===== config.mk =====
export PLATFORM = sky130hd
export DESIGN_NAME = quoted_argument_tokenizer
export DESIGN_NICKNAME = d
export VERILOG_FILES = /design/src/qat_pkg.sv /design/src/quoted_argument_tokenizer.sv /design/src/qat_front.sv /design/src/qat_fifo.sv /design/src/qat_back.sv
export SDC_FILE = /design/constraint.sdc
export NUM_CORES = 1
export LEC_CHECK = 0
export ABC_AREA = 1
export BUFFER_PORTS_ARGS = -buffer_cell sky130_fd_sc_hd__buf_2
export CAP_MARGIN = 20
export CORE_AREA = 2 2 120 87
export DETAILED_ROUTE_END_ITERATION = 8
export DIE_AREA = 0 0 122 89
export PLACE_DENSITY = 0.86
export SYNTH_ARGS = -nofsm -noshare
export SYNTH_HDL_FRONTEND = slang
export SYNTH_SLANG_ARGS = --single-unit

===== constraint.sdc =====
create_clock -name clk -period 7.5 [get_ports clk]
set_input_delay 0.375 -clock clk [delete_from_list [all_inputs] [get_ports clk]]
set_output_delay 0.375 -clock clk [all_outputs]
set_load 0.005 [all_outputs]

===== src/qat_pkg.sv =====
`timescale 1ns / 1ps

package qat_pkg;

    localparam int MAX_LINE = 256;
    localparam int MAX_ARGS = 64;
    localparam int POS_W    = $clog2(MAX_LINE);
    localparam int CNT_W    = $clog2(MAX_ARGS + 1);
    localparam int QUEUE_DEPTH = 2;

    localparam logic [7:0] CH_BANG   = 8'h21;
    localparam logic [7:0] CH_DOLLAR = 8'h24;
    localparam logic [7:0] CH_BSLASH = 8'h5C;
    localparam logic [7:0] CH_QUOTE  = 8'h22;
    localparam logic [7:0] CH_TAB    = 8'h09;
    localparam logic [7:0] CH_SPACE  = 8'h20;
    localparam logic [7:0] CH_NUL    = 8'h00;

    typedef enum logic [2:0] {
        CL_ZERO,
        CL_BLANK,
        CL_ESC,
        CL_QUOTE,
        CL_BANG,
        CL_OTHER
    } char_class_t;

    typedef enum logic [2:0] {
        S_BETWEEN,
        S_IN_ARG,
        S_ESCAPE,
        S_QUOTE,
        S_DONE
    } scan_mode_t;

    typedef enum logic [1:0] {
        PH_FIRST,
        PH_SECOND,
        PH_REST
    } token_phase_t;

    typedef struct packed {
        logic [7:0]       ch;
        char_class_t      cls;
        logic [POS_W-1:0] pos;
        logic             drop;
    } qat_entry_t;

    typedef struct packed {
        logic       char_valid;
        logic [7:0] out_char;
        logic       arg_end;
        logic [5:0] arg_index;
        logic       alt_start;
        logic [7:0] alt_pos;
        logic       line_end;
        logic [6:0] arg_count;
        logic       alt_valid;
        logic       overflow;
    } qat_result_t;

endpackage


===== src/quoted_argument_tokenizer.sv =====
`timescale 1ns / 1ps

// A byte accepted by the front end is written into a queue slot, and the back
// end then pops it from there into the output register that drives the result.
// Throughput: one byte per cycle when not stalled; the scan state steps per byte.
// The two-entry queue lets input and output stall independently.
// Reset (rst_n low, asynchronous) empties the queue and output and returns the
// scanner to the start of a line; each terminator does the same for line state.

module quoted_argument_tokenizer
    import qat_pkg::*;
(
    input  logic       clk,
    input  logic       rst_n,
    input  logic       in_valid,
    output logic       in_ready,
    input  logic [7:0] ch,
    output logic       out_valid,
    input  logic       out_ready,
    output logic       char_valid,
    output logic [7:0] out_char,
    output logic       arg_end,
    output logic [5:0] arg_index,
    output logic       alt_start,
    output logic [7:0] alt_pos,
    output logic       line_end,
    output logic [6:0] arg_count,
    output logic       alt_valid,
    output logic       overflow
);

    logic        push;
    logic        queue_full;
    logic        pop;
    logic        not_empty;
    qat_entry_t  push_entry;
    qat_entry_t  pop_entry;
    qat_result_t res;

    qat_front u_front (
        .clk        (clk),
        .rst_n      (rst_n),
        .in_valid   (in_valid),
        .in_ready   (in_ready),
        .ch         (ch),
        .push       (push),
        .push_entry (push_entry),
        .queue_full (queue_full)
    );

    qat_fifo u_fifo (
        .clk        (clk),
        .rst_n      (rst_n),
        .push       (push),
        .push_entry (push_entry),
        .full       (queue_full),
        .pop        (pop),
        .not_empty  (not_empty),
        .pop_entry  (pop_entry)
    );

    qat_back u_back (
        .clk       (clk),
        .rst_n     (rst_n),
        .not_empty (not_empty),
        .entry     (pop_entry),
        .pop       (pop),
        .res_valid (out_valid),
        .res_ready (out_ready),
        .res       (res)
    );

    assign char_valid = res.char_valid;
    assign out_char   = res.out_char;
    assign arg_end    = res.arg_end;
    assign arg_index  = res.arg_index;
    assign alt_start  = res.alt_start;
    assign alt_pos    = res.alt_pos;
    assign line_end   = res.line_end;
    assign arg_count  = res.arg_count;
    assign alt_valid  = res.alt_valid;
    assign overflow   = res.overflow;

endmodule


===== src/qat_front.sv =====
`timescale 1ns / 1ps

module qat_front
    import qat_pkg::*;
(
    input  logic       clk,
    input  logic       rst_n,
    input  logic       in_valid,
    output logic       in_ready,
    input  logic [7:0] ch,
    output logic       push,
    output qat_entry_t push_entry,
    input  logic       queue_full
);

    logic [POS_W-1:0] line_pos_reg;
    logic [POS_W-1:0] line_pos_next;
    logic             at_limit;

    assign in_ready = !queue_full;
    assign push     = in_valid && in_ready;
    assign at_limit = (line_pos_reg >= POS_W'(MAX_LINE - 1));

    always_comb
    begin
        push_entry.ch   = ch;
        push_entry.pos  = line_pos_reg;
        push_entry.drop = (ch != CH_NUL) && at_limit;
        if (ch == CH_NUL)
            push_entry.cls = CL_ZERO;
        else if (ch == CH_SPACE || ch == CH_TAB)
            push_entry.cls = CL_BLANK;
        else if (ch == CH_BSLASH)
            push_entry.cls = CL_ESC;
        else if (ch == CH_QUOTE)
            push_entry.cls = CL_QUOTE;
        else if (ch == CH_BANG || ch == CH_DOLLAR)
            push_entry.cls = CL_BANG;
        else
            push_entry.cls = CL_OTHER;
    end

    // offset of the next raw byte; held at the limit once the line is too long
    always_comb
    begin
        line_pos_next = line_pos_reg;
        if (push)
        begin
            if (ch == CH_NUL)
                line_pos_next = '0;
            else if (!at_limit)
                line_pos_next = line_pos_reg + 1'b1;
        end
    end

    always_ff @(posedge clk or negedge rst_n)
    begin
        if (!rst_n)
            line_pos_reg <= '0;
        else
            line_pos_reg <= line_pos_next;
    end

endmodule


===== src/qat_fifo.sv =====
`timescale 1ns / 1ps

module qat_fifo
    import qat_pkg::*;
(
    input  logic       clk,
    input  logic       rst_n,
    input  logic       push,
    input  qat_entry_t push_entry,
    output logic       full,
    input  logic       pop,
    output logic       not_empty,
    output qat_entry_t pop_entry
);

    localparam int PTR_W = $clog2(QUEUE_DEPTH);
    localparam int LVL_W = $clog2(QUEUE_DEPTH + 1);

    qat_entry_t       slot_reg [QUEUE_DEPTH];
    logic [PTR_W-1:0] wr_ptr_reg;
    logic [PTR_W-1:0] wr_ptr_next;
    logic [PTR_W-1:0] rd_ptr_reg;
    logic [PTR_W-1:0] rd_ptr_next;
    logic [LVL_W-1:0] level_reg;
    logic [LVL_W-1:0] level_next;

    assign full      = (level_reg == LVL_W'(QUEUE_DEPTH));
    assign not_empty = (level_reg != '0);
    assign pop_entry = slot_reg[rd_ptr_reg];

    always_comb
    begin
        wr_ptr_next = wr_ptr_reg;
        rd_ptr_next = rd_ptr_reg;
        level_next  = level_reg;
        if (push)
            wr_ptr_next = (wr_ptr_reg == PTR_W'(QUEUE_DEPTH - 1)) ? '0 : wr_ptr_reg + 1'b1;
        if (pop)
            rd_ptr_next = (rd_ptr_reg == PTR_W'(QUEUE_DEPTH - 1)) ? '0 : rd_ptr_reg + 1'b1;
        if (push && !pop)
            level_next = level_reg + 1'b1;
        else if (pop && !push)
            level_next = level_reg - 1'b1;
    end

    always_ff @(posedge clk or negedge rst_n)
    begin
        if (!rst_n)
        begin
            wr_ptr_reg <= '0;
            rd_ptr_reg <= '0;
            level_reg  <= '0;
        end
        else
        begin
            wr_ptr_reg <= wr_ptr_next;
            rd_ptr_reg <= rd_ptr_next;
            level_reg  <= level_next;
        end
    end

    always_ff @(posedge clk)
    begin
        if (push)
            slot_reg[wr_ptr_reg] <= push_entry;
    end

endmodule


===== src/qat_back.sv =====
`timescale 1ns / 1ps

module qat_back
    import qat_pkg::*;
(
    input  logic        clk,
    input  logic        rst_n,
    input  logic        not_empty,
    input  qat_entry_t  entry,
    output logic        pop,
    output logic        res_valid,
    input  logic        res_ready,
    output qat_result_t res
);

    scan_mode_t       mode_reg;
    scan_mode_t       mode_next;
    token_phase_t     phase_reg;
    token_phase_t     phase_next;
    logic             got_reg;
    logic             got_next;
    logic [CNT_W-1:0] cnt_reg;
    logic [CNT_W-1:0] cnt_next;
    logic [POS_W-1:0] aoff_reg;
    logic [POS_W-1:0] aoff_next;
    logic             aseen_reg;
    logic             aseen_next;
    logic             ovf_reg;
    logic             ovf_next;
    logic             res_valid_reg;
    qat_result_t      res_reg;
    qat_result_t      res_next;

    logic             is_zero;
    logic             args_full;
    logic             bang_first;

    assign pop        = not_empty && (!res_valid_reg || res_ready);
    assign res_valid  = res_valid_reg;
    assign res        = res_reg;
    assign is_zero    = (entry.cls == CL_ZERO);
    assign args_full  = (cnt_reg >= CNT_W'(MAX_ARGS));
    assign bang_first = (entry.pos == '0) && (phase_reg == PH_FIRST) && (entry.cls == CL_BANG);

    // scan mode
    always_comb
    begin
        mode_next = mode_reg;
        if (is_zero)
            mode_next = S_BETWEEN;
        else if (!entry.drop)
        begin
            case (mode_reg)
                S_BETWEEN:
                begin
                    if (bang_first || entry.cls == CL_BLANK)
                        mode_next = S_BETWEEN;
                    else if (args_full)
                        mode_next = S_DONE;
                    else if (entry.cls == CL_ESC)
                        mode_next = S_ESCAPE;
                    else if (entry.cls == CL_QUOTE)
                        mode_next = S_QUOTE;
                    else
                        mode_next = S_IN_ARG;
                end
                S_IN_ARG:
                begin
                    if (entry.cls == CL_BLANK)
                        mode_next = got_reg ? S_BETWEEN : S_DONE;
                    else if (entry.cls == CL_ESC)
                        mode_next = S_ESCAPE;
                    else if (entry.cls == CL_QUOTE)
                        mode_next = S_QUOTE;
                end
                S_ESCAPE: mode_next = S_IN_ARG;
                S_QUOTE:
                begin
                    if (entry.cls == CL_QUOTE)
                        mode_next = S_IN_ARG;
                end
                S_DONE:  mode_next = S_DONE;
                default: mode_next = S_BETWEEN;
            endcase
        end
    end

    // counters, flags and the result word
    always_comb
    begin
        res_next    = '0;
        phase_next  = phase_reg;
        got_next    = got_reg;
        cnt_next    = cnt_reg;
        aoff_next   = aoff_reg;
        aseen_next  = aseen_reg;
        ovf_next    = ovf_reg;
        res_next.arg_index = 6'(cnt_reg);

        if (is_zero)
        begin
            res_next.line_end = 1'b1;
            if (mode_reg != S_DONE)
            begin
                if (mode_reg != S_BETWEEN && got_reg)
                begin
                    res_next.arg_end = 1'b1;
                    cnt_next = cnt_reg + 1'b1;
                    got_next = 1'b0;
                end
                if (phase_reg == PH_FIRST)
                    phase_next = PH_SECOND;
                else if (phase_reg == PH_SECOND)
                begin
                    phase_next = PH_REST;
                    aseen_next = 1'b0;
                    aoff_next  = '0;
                end
            end
        end
        else if (entry.drop)
            ovf_next = 1'b1;
        else
        begin
            case (mode_reg)
                S_BETWEEN:
                begin
                    if (bang_first)
                    begin
                        phase_next          = PH_SECOND;
                        res_next.char_valid = 1'b1;
                        res_next.out_char   = entry.ch;
                        res_next.arg_end    = 1'b1;
                        cnt_next            = cnt_reg + 1'b1;
                        got_next            = 1'b0;
                    end
                    else if (entry.cls == CL_BLANK)
                        got_next = got_reg;
                    else if (args_full)
                        ovf_next = 1'b1;
                    else
                    begin
                        if (phase_reg == PH_FIRST)
                            phase_next = PH_SECOND;
                        else if (phase_reg == PH_SECOND)
                        begin
                            phase_next         = PH_REST;
                            aoff_next          = entry.pos;
                            aseen_next         = 1'b1;
                            res_next.alt_start = 1'b1;
                        end
                        got_next = 1'b0;
                        if (entry.cls != CL_ESC && entry.cls != CL_QUOTE)
                        begin
                            res_next.char_valid = 1'b1;
                            res_next.out_char   = entry.ch;
                            got_next            = 1'b1;
                        end
                    end
                end
                S_IN_ARG:
                begin
                    if (entry.cls == CL_BLANK)
                    begin
                        if (got_reg)
                        begin
                            res_next.arg_end = 1'b1;
                            cnt_next = cnt_reg + 1'b1;
                            got_next = 1'b0;
                        end
                    end
                    else if (entry.cls != CL_ESC && entry.cls != CL_QUOTE)
                    begin
                        res_next.char_valid = 1'b1;
                        res_next.out_char   = entry.ch;
                        got_next            = 1'b1;
                    end
                end
                S_ESCAPE:
                begin
                    res_next.char_valid = 1'b1;
                    res_next.out_char   = entry.ch;
                    got_next            = 1'b1;
                end
                S_QUOTE:
                begin
                    if (entry.cls != CL_QUOTE)
                    begin
                        res_next.char_valid = 1'b1;
                        res_next.out_char   = entry.ch;
                        got_next            = 1'b1;
                    end
                end
                default: got_next = got_reg;
            endcase
        end

        res_next.arg_count = 7'(cnt_next);
        res_next.alt_valid = aseen_next;
        res_next.alt_pos   = aseen_next ? 8'(aoff_next) : 8'h00;
        res_next.overflow  = ovf_next;
    end

    always_ff @(posedge clk or negedge rst_n)
    begin
        if (!rst_n)
        begin
            mode_reg      <= S_BETWEEN;
            phase_reg     <= PH_FIRST;
            got_reg       <= 1'b0;
            cnt_reg       <= '0;
            aoff_reg      <= '0;
            aseen_reg     <= 1'b0;
            ovf_reg       <= 1'b0;
            res_valid_reg <= 1'b0;
        end
        else
        begin
            if (pop)
            begin
                res_valid_reg <= 1'b1;
                if (is_zero)
                begin
                    // line done: back to the start-of-line state
                    mode_reg  <= S_BETWEEN;
                    phase_reg <= PH_FIRST;
                    got_reg   <= 1'b0;
                    cnt_reg   <= '0;
                    aoff_reg  <= '0;
                    aseen_reg <= 1'b0;
                    ovf_reg   <= 1'b0;
                end
                else
                begin
                    mode_reg  <= mode_next;
                    phase_reg <= phase_next;
                    got_reg   <= got_next;
                    cnt_reg   <= cnt_next;
                    aoff_reg  <= aoff_next;
                    aseen_reg <= aseen_next;
                    ovf_reg   <= ovf_next;
                end
            end
            else if (res_ready)
                res_valid_reg <= 1'b0;
        end
    end

    always_ff @(posedge clk)
    begin
        if (pop)
            res_reg <= res_next;
    end

`ifndef SYNTHESIS
    a_count_bound: assert property (@(posedge clk) disable iff (!rst_n)
        cnt_reg <= CNT_W'(MAX_ARGS))
        else $error("argument count beyond limit");

    a_line_clears: assert property (@(posedge clk) disable iff (!rst_n)
        pop && is_zero |=> cnt_reg == '0 && phase_reg == PH_FIRST && !aseen_reg && !ovf_reg)
        else $error("line state not cleared after terminator");

    a_alt_flag: assert property (@(posedge clk) disable iff (!rst_n)
        res_valid_reg && res_reg.alt_start |-> res_reg.alt_valid && !res_reg.line_end)
        else $error("second argument start without alt_valid");

    a_no_pop_empty: assert property (@(posedge clk) disable iff (!rst_n)
        pop |-> not_empty)
        else $error("pop from empty queue");
`endif

endmodule

# Word level (Yosys, flattened, before mapping)
# Memory sizes are Yosys's and may differ from the RTL's.
# Cells that the tools add are included.
# W data, S select, Z words.
# word_totals
output_inout_bits	37
ram_bits	40
ff_bits	71
input_bits	12
memories	1
# op_classes
eq_ne	29
n_addsub	6
reduce_logical	36
n_mux	102
n_lt_le_gt_ge	2
bitwise_logic	1
# mem_list
name	words	width	rd	rd_clocked_by_memory_dff	write_ports	line_no	rtl
u_fifo.slot_reg	2	20	1	0	1	qat_fifo.sv:19	qat_entry_t slot_reg [QUEUE_DEPTH];
# ops
op	count
$mux W8	14
$mux W7	8
$mux W9	6
$mux W1	44
$mux W3	14
$pmux W9 S4	1
$eq A8 B6 Y1 const B	4
$mux W2	11
$logic_not A8 Y1	2
$pmux W3 S5	1
$pmux W7 S2	1
$eq A3 B2 Y1 const B	4
$logic_and A1 B1 Y1	9
$ne A3 B1 Y1 const B	3
$ne A3 B2 Y1 const B	3
$add A8 B1 Y8 const B	1
$eq A8 B4 Y1 const B	1
$eq A8 B7 Y1 const B	1
$ge A8 B8 Y1 const B	1
$reduce_bool A2 Y1	4
$reduce_bool A8 Y1	1
$add A7 B1 Y7 const B	1
$ge A7 B7 Y1 const B	1
$reduce_and A7 Y1	1
other kinds (28)	39

# Longest topological paths before layout
# logic_depth
word_depth	10
depth_mapped	16
mapped_depth_nobuf	15

# Hierarchy
# A second synthesis with hierarchy kept.
# hier_totals
cells_unflattened	589
hier_area_um2	5733.0
# by_module_without_submodules
module	n_inst	area_each_um2	cells_each	seq_area_each_um2
qat_back	1	3229.3	383	1651.6
qat_fifo	1	1726.7	87	1301.2
qat_front	1	777.0	119	200.2

# Least setup slack after synthesis
# OpenSTA, ideal clock, no wires.
# synth_timing
kind	flip-flop to flip-flop
startpoint	register u_back.res_valid_reg, in the netlist u_back.res_valid
endpoint	register u_fifo.level_reg[1]
path_slack_ns	4.892
period_less_slack_ns	2.608
t_arrival_ns	2.477
path_stages_with_launch	11
required_ns	7.369
path_cell_list	dfrtp_1 inv_1 nor2_1 a21oi_1 buf_2 clkinv_1 clkbuf_1 ha_1 a21oi_1 o21ai_0 xor2_1
# synth_via
elab_chain_cells	6
# synth_rtl
element	line_no	rtl
start, declared	qat_back.sv:30	logic res_valid_reg;
start signal, assigned	qat_back.sv:215	res_valid_reg <= 1'b0;
start signal, assigned	qat_back.sv:221	res_valid_reg <= 1'b1;
start signal, assigned	qat_back.sv:245	res_valid_reg <= 1'b0;
$logic_not A1 Y1 (*)	qat_back.sv:38	assign pop = not_empty && (!res_valid_reg || res_ready);
$logic_or A1 B1 Y1 (*)	qat_back.sv:38	
$logic_and A1 B1 Y1 (*)	qat_back.sv:38	
named net pop	quoted_argument_tokenizer.sv:34	logic pop;
$logic_not A1 Y1	qat_fifo.sv:40	if (push && !pop)
$logic_and A1 B1 Y1	qat_fifo.sv:40	
$mux W2 or $reduce_bool A2 Y1 (tied branches)	--	
end signal, assigned	qat_fifo.sv:58	level_reg <= level_next;
end, declared	qat_fifo.sv:24	logic [LVL_W-1:0] level_reg;
# The timed path passes the listed nets; every way through them passes the cells marked *.
# A chain may end at the register's enable or synchronous reset.

# Final worst setup path
# layout_timing
startpoint	register u_fifo.level_reg[0]
endpoint	register u_fifo.level_reg[1]
# layout_via
elab_chain_cells	6
# layout_rtl
element	line_no	rtl
$eq A2 B2 Y1	qat_fifo.sv:27	assign full = (level_reg == LVL_W'(QUEUE_DEPTH));
$logic_not A1 Y1	qat_front.sv:20	assign in_ready = !queue_full;
$logic_and A1 B1 Y1	qat_front.sv:21	assign push = in_valid && in_ready;
$logic_not A1 Y1	qat_fifo.sv:42	else if (pop && !push)
$logic_and A1 B1 Y1	qat_fifo.sv:42	
$reduce_bool A2 Y1 (no source line)	--	
# Parallel ways exist; a longest one is shown, timed or not. The select of a mux whose other input is x is not followed.

==> key figures <==
Clock network
  • H-tree levels: 3
  • Root buffer cell: clkbuf_16
  • Setup repair bufs after CTS: 0
  • Hold buffer count at cts: 0
  • CTS buffer count: 9
  • Clock latency on the worst-skew pair: 0.36 ns
  • TritonCTS clock tree: yes
  • Clock sink count: 111
  • Post-CTS Resized: 0
  • Clock transition at path regs: 0.06 ns
  • Worst-case clock buffer depth: 2

Power
  • Seq pwr share: 0.395
  • Clock network power share: 0.160
  • Max VDD drop: 0.271 mV
  • PD cells: 428 nW/um^2
  • Sw Ratio: 0.433
  • Combinational Power Share: 0.445
  • Static leakage: 2.84 nW
  • P_int: 0.00154 W
  • Net Sw Power: 0.00117 W

STA
  • Max Slew Vio Count: 0
  • Final Worst Setup Slack: 4.50 ns
  • Max-slew headroom: 0.415
  • Clk_skew: 0.00791 ns
  • Final setup TNS: 0 ns
  • Final Cycle Share: 0.399
  • Max Fclk: 334 MHz
  • RSZ-0062 raised after global routing: no
  • Final hold slack: 0.139 ns
  • Fin crit period: 3.00 ns
  • Worst-margin pin slew: 0.877 ns
  • Endpoints failing hold: 0
  • Final setup viols: 0

Yosys
  • Post-synth EDFFs: 75
  • Synth Instances: 661
  • Synthesized area: 5740 um^2
  • Most used DFF post-synth: edfxtp_1
  • Post-synthesis xor/xnor area fraction: 0.0122
  • Synth warn: 0
  • Seq cells post-synth: 111
  • Share of the synthesized area in the top cell type: 0.392
  • Post-synthesis async set-or-reset flop share: 0.324
  • Yosys top cell by area: edfxtp_1
  • Largest family of logic cells by synthesized area: simple AND/OR/NAND/NOR gates
  • Synth Area in Adders: 0.00871
  • Register area share after synthesis: 0.549
  • Compound-gate portion of the synthesized area: 0.0969
  • Synth cell types: 44
  • Simple-Gate Fraction of Synth Area: 0.276
  • Multiplexer share of the synthesized area: 0
  • Synth area leaders: edfxtp_1 (39%), nand2_1 (18%), dfrtp_1 (16%)
  • Count leader, synth: nand2_1
  • Synth cell count leaders: nand2_1 (275), edfxtp_1 (75), inv_1 (43)
  • Syn nets: 677
  • Mapped Avg Cell Area: 8.69 um^2

Floorplanning
  • Die Y: 89 um
  • Initial Util: 0.600
  • Die width: 122 um
  • Die area: 10900 um^2
  • Placement Rows: 30
  • I/O Pins: 49
  • Core area: 9570 um^2

Global routing
  • Initial antenna violation count: 0
  • Largest net degree at the start of global routing: 46
  • Global-route wire length before repair: 20200 um
  • Number of global-route vias before repair: 4514
  • Total GRT Usage: 0.241
  • Gr ovfl total: 0

Final layout
  • Area delta synth->final: 10.2%
  • Final std cells w/o fill: 836
  • Final instance area: 6330 um^2
  • Largest register FFs: 40
  • Diode count: 0
  • Layout Nets: 719
  • Layout cells sized above 1: 0.151

Placement
  • DP Worst Slack: 4.49 ns
  • Placed Area: 6060 um^2
  • Placed cell count: 820
  • GPL Wtd Cong: 0.923
  • Final HPWL DP: 8160 um
  • Port-buffer cells: 48

Setup path
  • Worst setup EP type: flip-flop
  • Critical-path top delay cell: clkinv_1
  • Crit path DAT: 3.23 ns
  • Startpoint types: flip-flop
  • Crit path kind: flip-flop to flip-flop
  • Crit path required time: 7.73 ns
  • Cells along the critical path: inv_1 -> a21oi_4 -> buf_4 -> clkinv_1 -> ha_1 -> a21oi_1 -> o21ai_0 -> xor2_1
  • Flop2flop setup slack: 4.50 ns
  • Worst path max stage delay: 0.77 ns
  • Crit path max fanout: 45

Detailed routing
  • Routed wire length: 12100 um
  • Wire per inst: 14.5 um
  • DR DRC count: 0
  • Antenna violation net count after detailed routing: 0
  • Initial drt markers: 512
  • Via density: 5.61
  • Drt first pass iters: 5
  • Routed vias: 4687

Worst hold path
  • Hold Crit Class: primary input to async pin

Run status
  • Status: finished, final reports clean

Flow run
  • Max-cap violations: 0
[cells by family after synthesis]
| logic type | Yosys count |
|---|---|
| xor gates and xnor gates | 8 |
| and+or+nand+nor | 371 |
| buffers and inverters | 75 |
| AOI/OAI and AO/OA | 92 |
| adders and majority gates | 4 |
| DFF | 111 |
[per-stage QoR]
step                      utilization  total power [W]
after global placement          0.634          0.00220
after floorplan                     -          0.00194
final                           0.661          0.00271
after detailed placement        0.634          0.00226
after global routing            0.661          0.00291
after CTS                       0.661          0.00270
[layout make-up]
type                            instances  area, um^2
Fill cell                             749        3240
Sequential cell                       111        3150
Multi-Input combinational cell        475        2280
Timing Repair Buffer                   52         270
Clock buffer                           11         233
Inverter                               54         205
Tap cell                              128         160
Clock inverter                          5        32.5
[path summary, 6_finish.rpt]
| check | from | end | depth (start not counted) |
|---|---|---|---|
| setup / recovery | u_fifo.level_reg[0]$_DFFE_PN0P_ | u_fifo.level_reg[1]$_DFFE_PN0P_ | 8 |
| hold / removal | rst_n | u_back.aoff_reg[3]$_DFFE_PN0P_ | 1 |
| setup reg to reg | u_fifo.level_reg[0]$_DFFE_PN0P_ | u_fifo.level_reg[1]$_DFFE_PN0P_ | 8 |
| hold reg to reg | u_back.ovf_reg$_DFFE_PN0P_ | u_back.ovf_reg$_DFFE_PN0P_ | 2 |
| max in group asynchronous | rst_n | u_back.mode_reg[2]$_DFFE_PN0P_ | 1 |
| min in group clk | out_ready | u_back.res_valid$_DFFE_PN0P_ | 2 |
[worst max-delay path, delay by kind of cell (launching register included)]
| kind | cells | cell delay, ns |
|---|---|---|
| buf+inv | 3 | 1.34 |
| fa+ha+maj | 1 | 0.58 |
| compound gates | 3 | 0.40 |
| flops | 1 | 0.37 |
| xor+xnor | 1 | 0.16 |
[placed cells by master (no fill, tap or decap), types with 4 or more instances in the layout]
cell	netlist	final
a21oi_1	27	26
buf_2	4	48
buf_4	4	4
clkbuf_16	0	9
dfrtp_1	36	36
edfxtp_1	75	75
ha_1	4	4
inv_1	43	43
inv_2	9	9
nand2_1	275	275
nand2_2	4	4
nand2_4	4	4
nand3_1	24	24
nand4_1	7	7
nor2_1	31	31
nor2_2	7	7
nor3_1	7	7
o211ai_1	6	6
o21ai_0	23	23
o21ai_1	18	18
o21ai_2	4	4
xor2_1	7	7
[metal layers]
metal | global-route usage | share of wire
met4 | 0.122 | 0.025
met1 | 0.308 | 0.43
met3 | 0.0478 | 0.068
met2 | 0.400 | 0.48
met5 | 0 | 0
[power by group through the flow]
| stage | Combinational [W] | Sequential, W | Clock [W] |
|---|---|---|---|
| 4_1_cts | 0.00120 | 0.00107 | 0.000439 |
| 5_1_grt | 0.00136 | 0.00109 | 0.000462 |
| 3_3_place_gp | 0.00113 | 0.00107 | 0 |
| 2_1_floorplan | 0.000884 | 0.00106 | 0 |
| 3_5_place_dp | 0.00118 | 0.00108 | 0 |
| 6_report | 0.00120 | 0.00107 | 0.000434 |
Power figures use the tool's default switching activity.
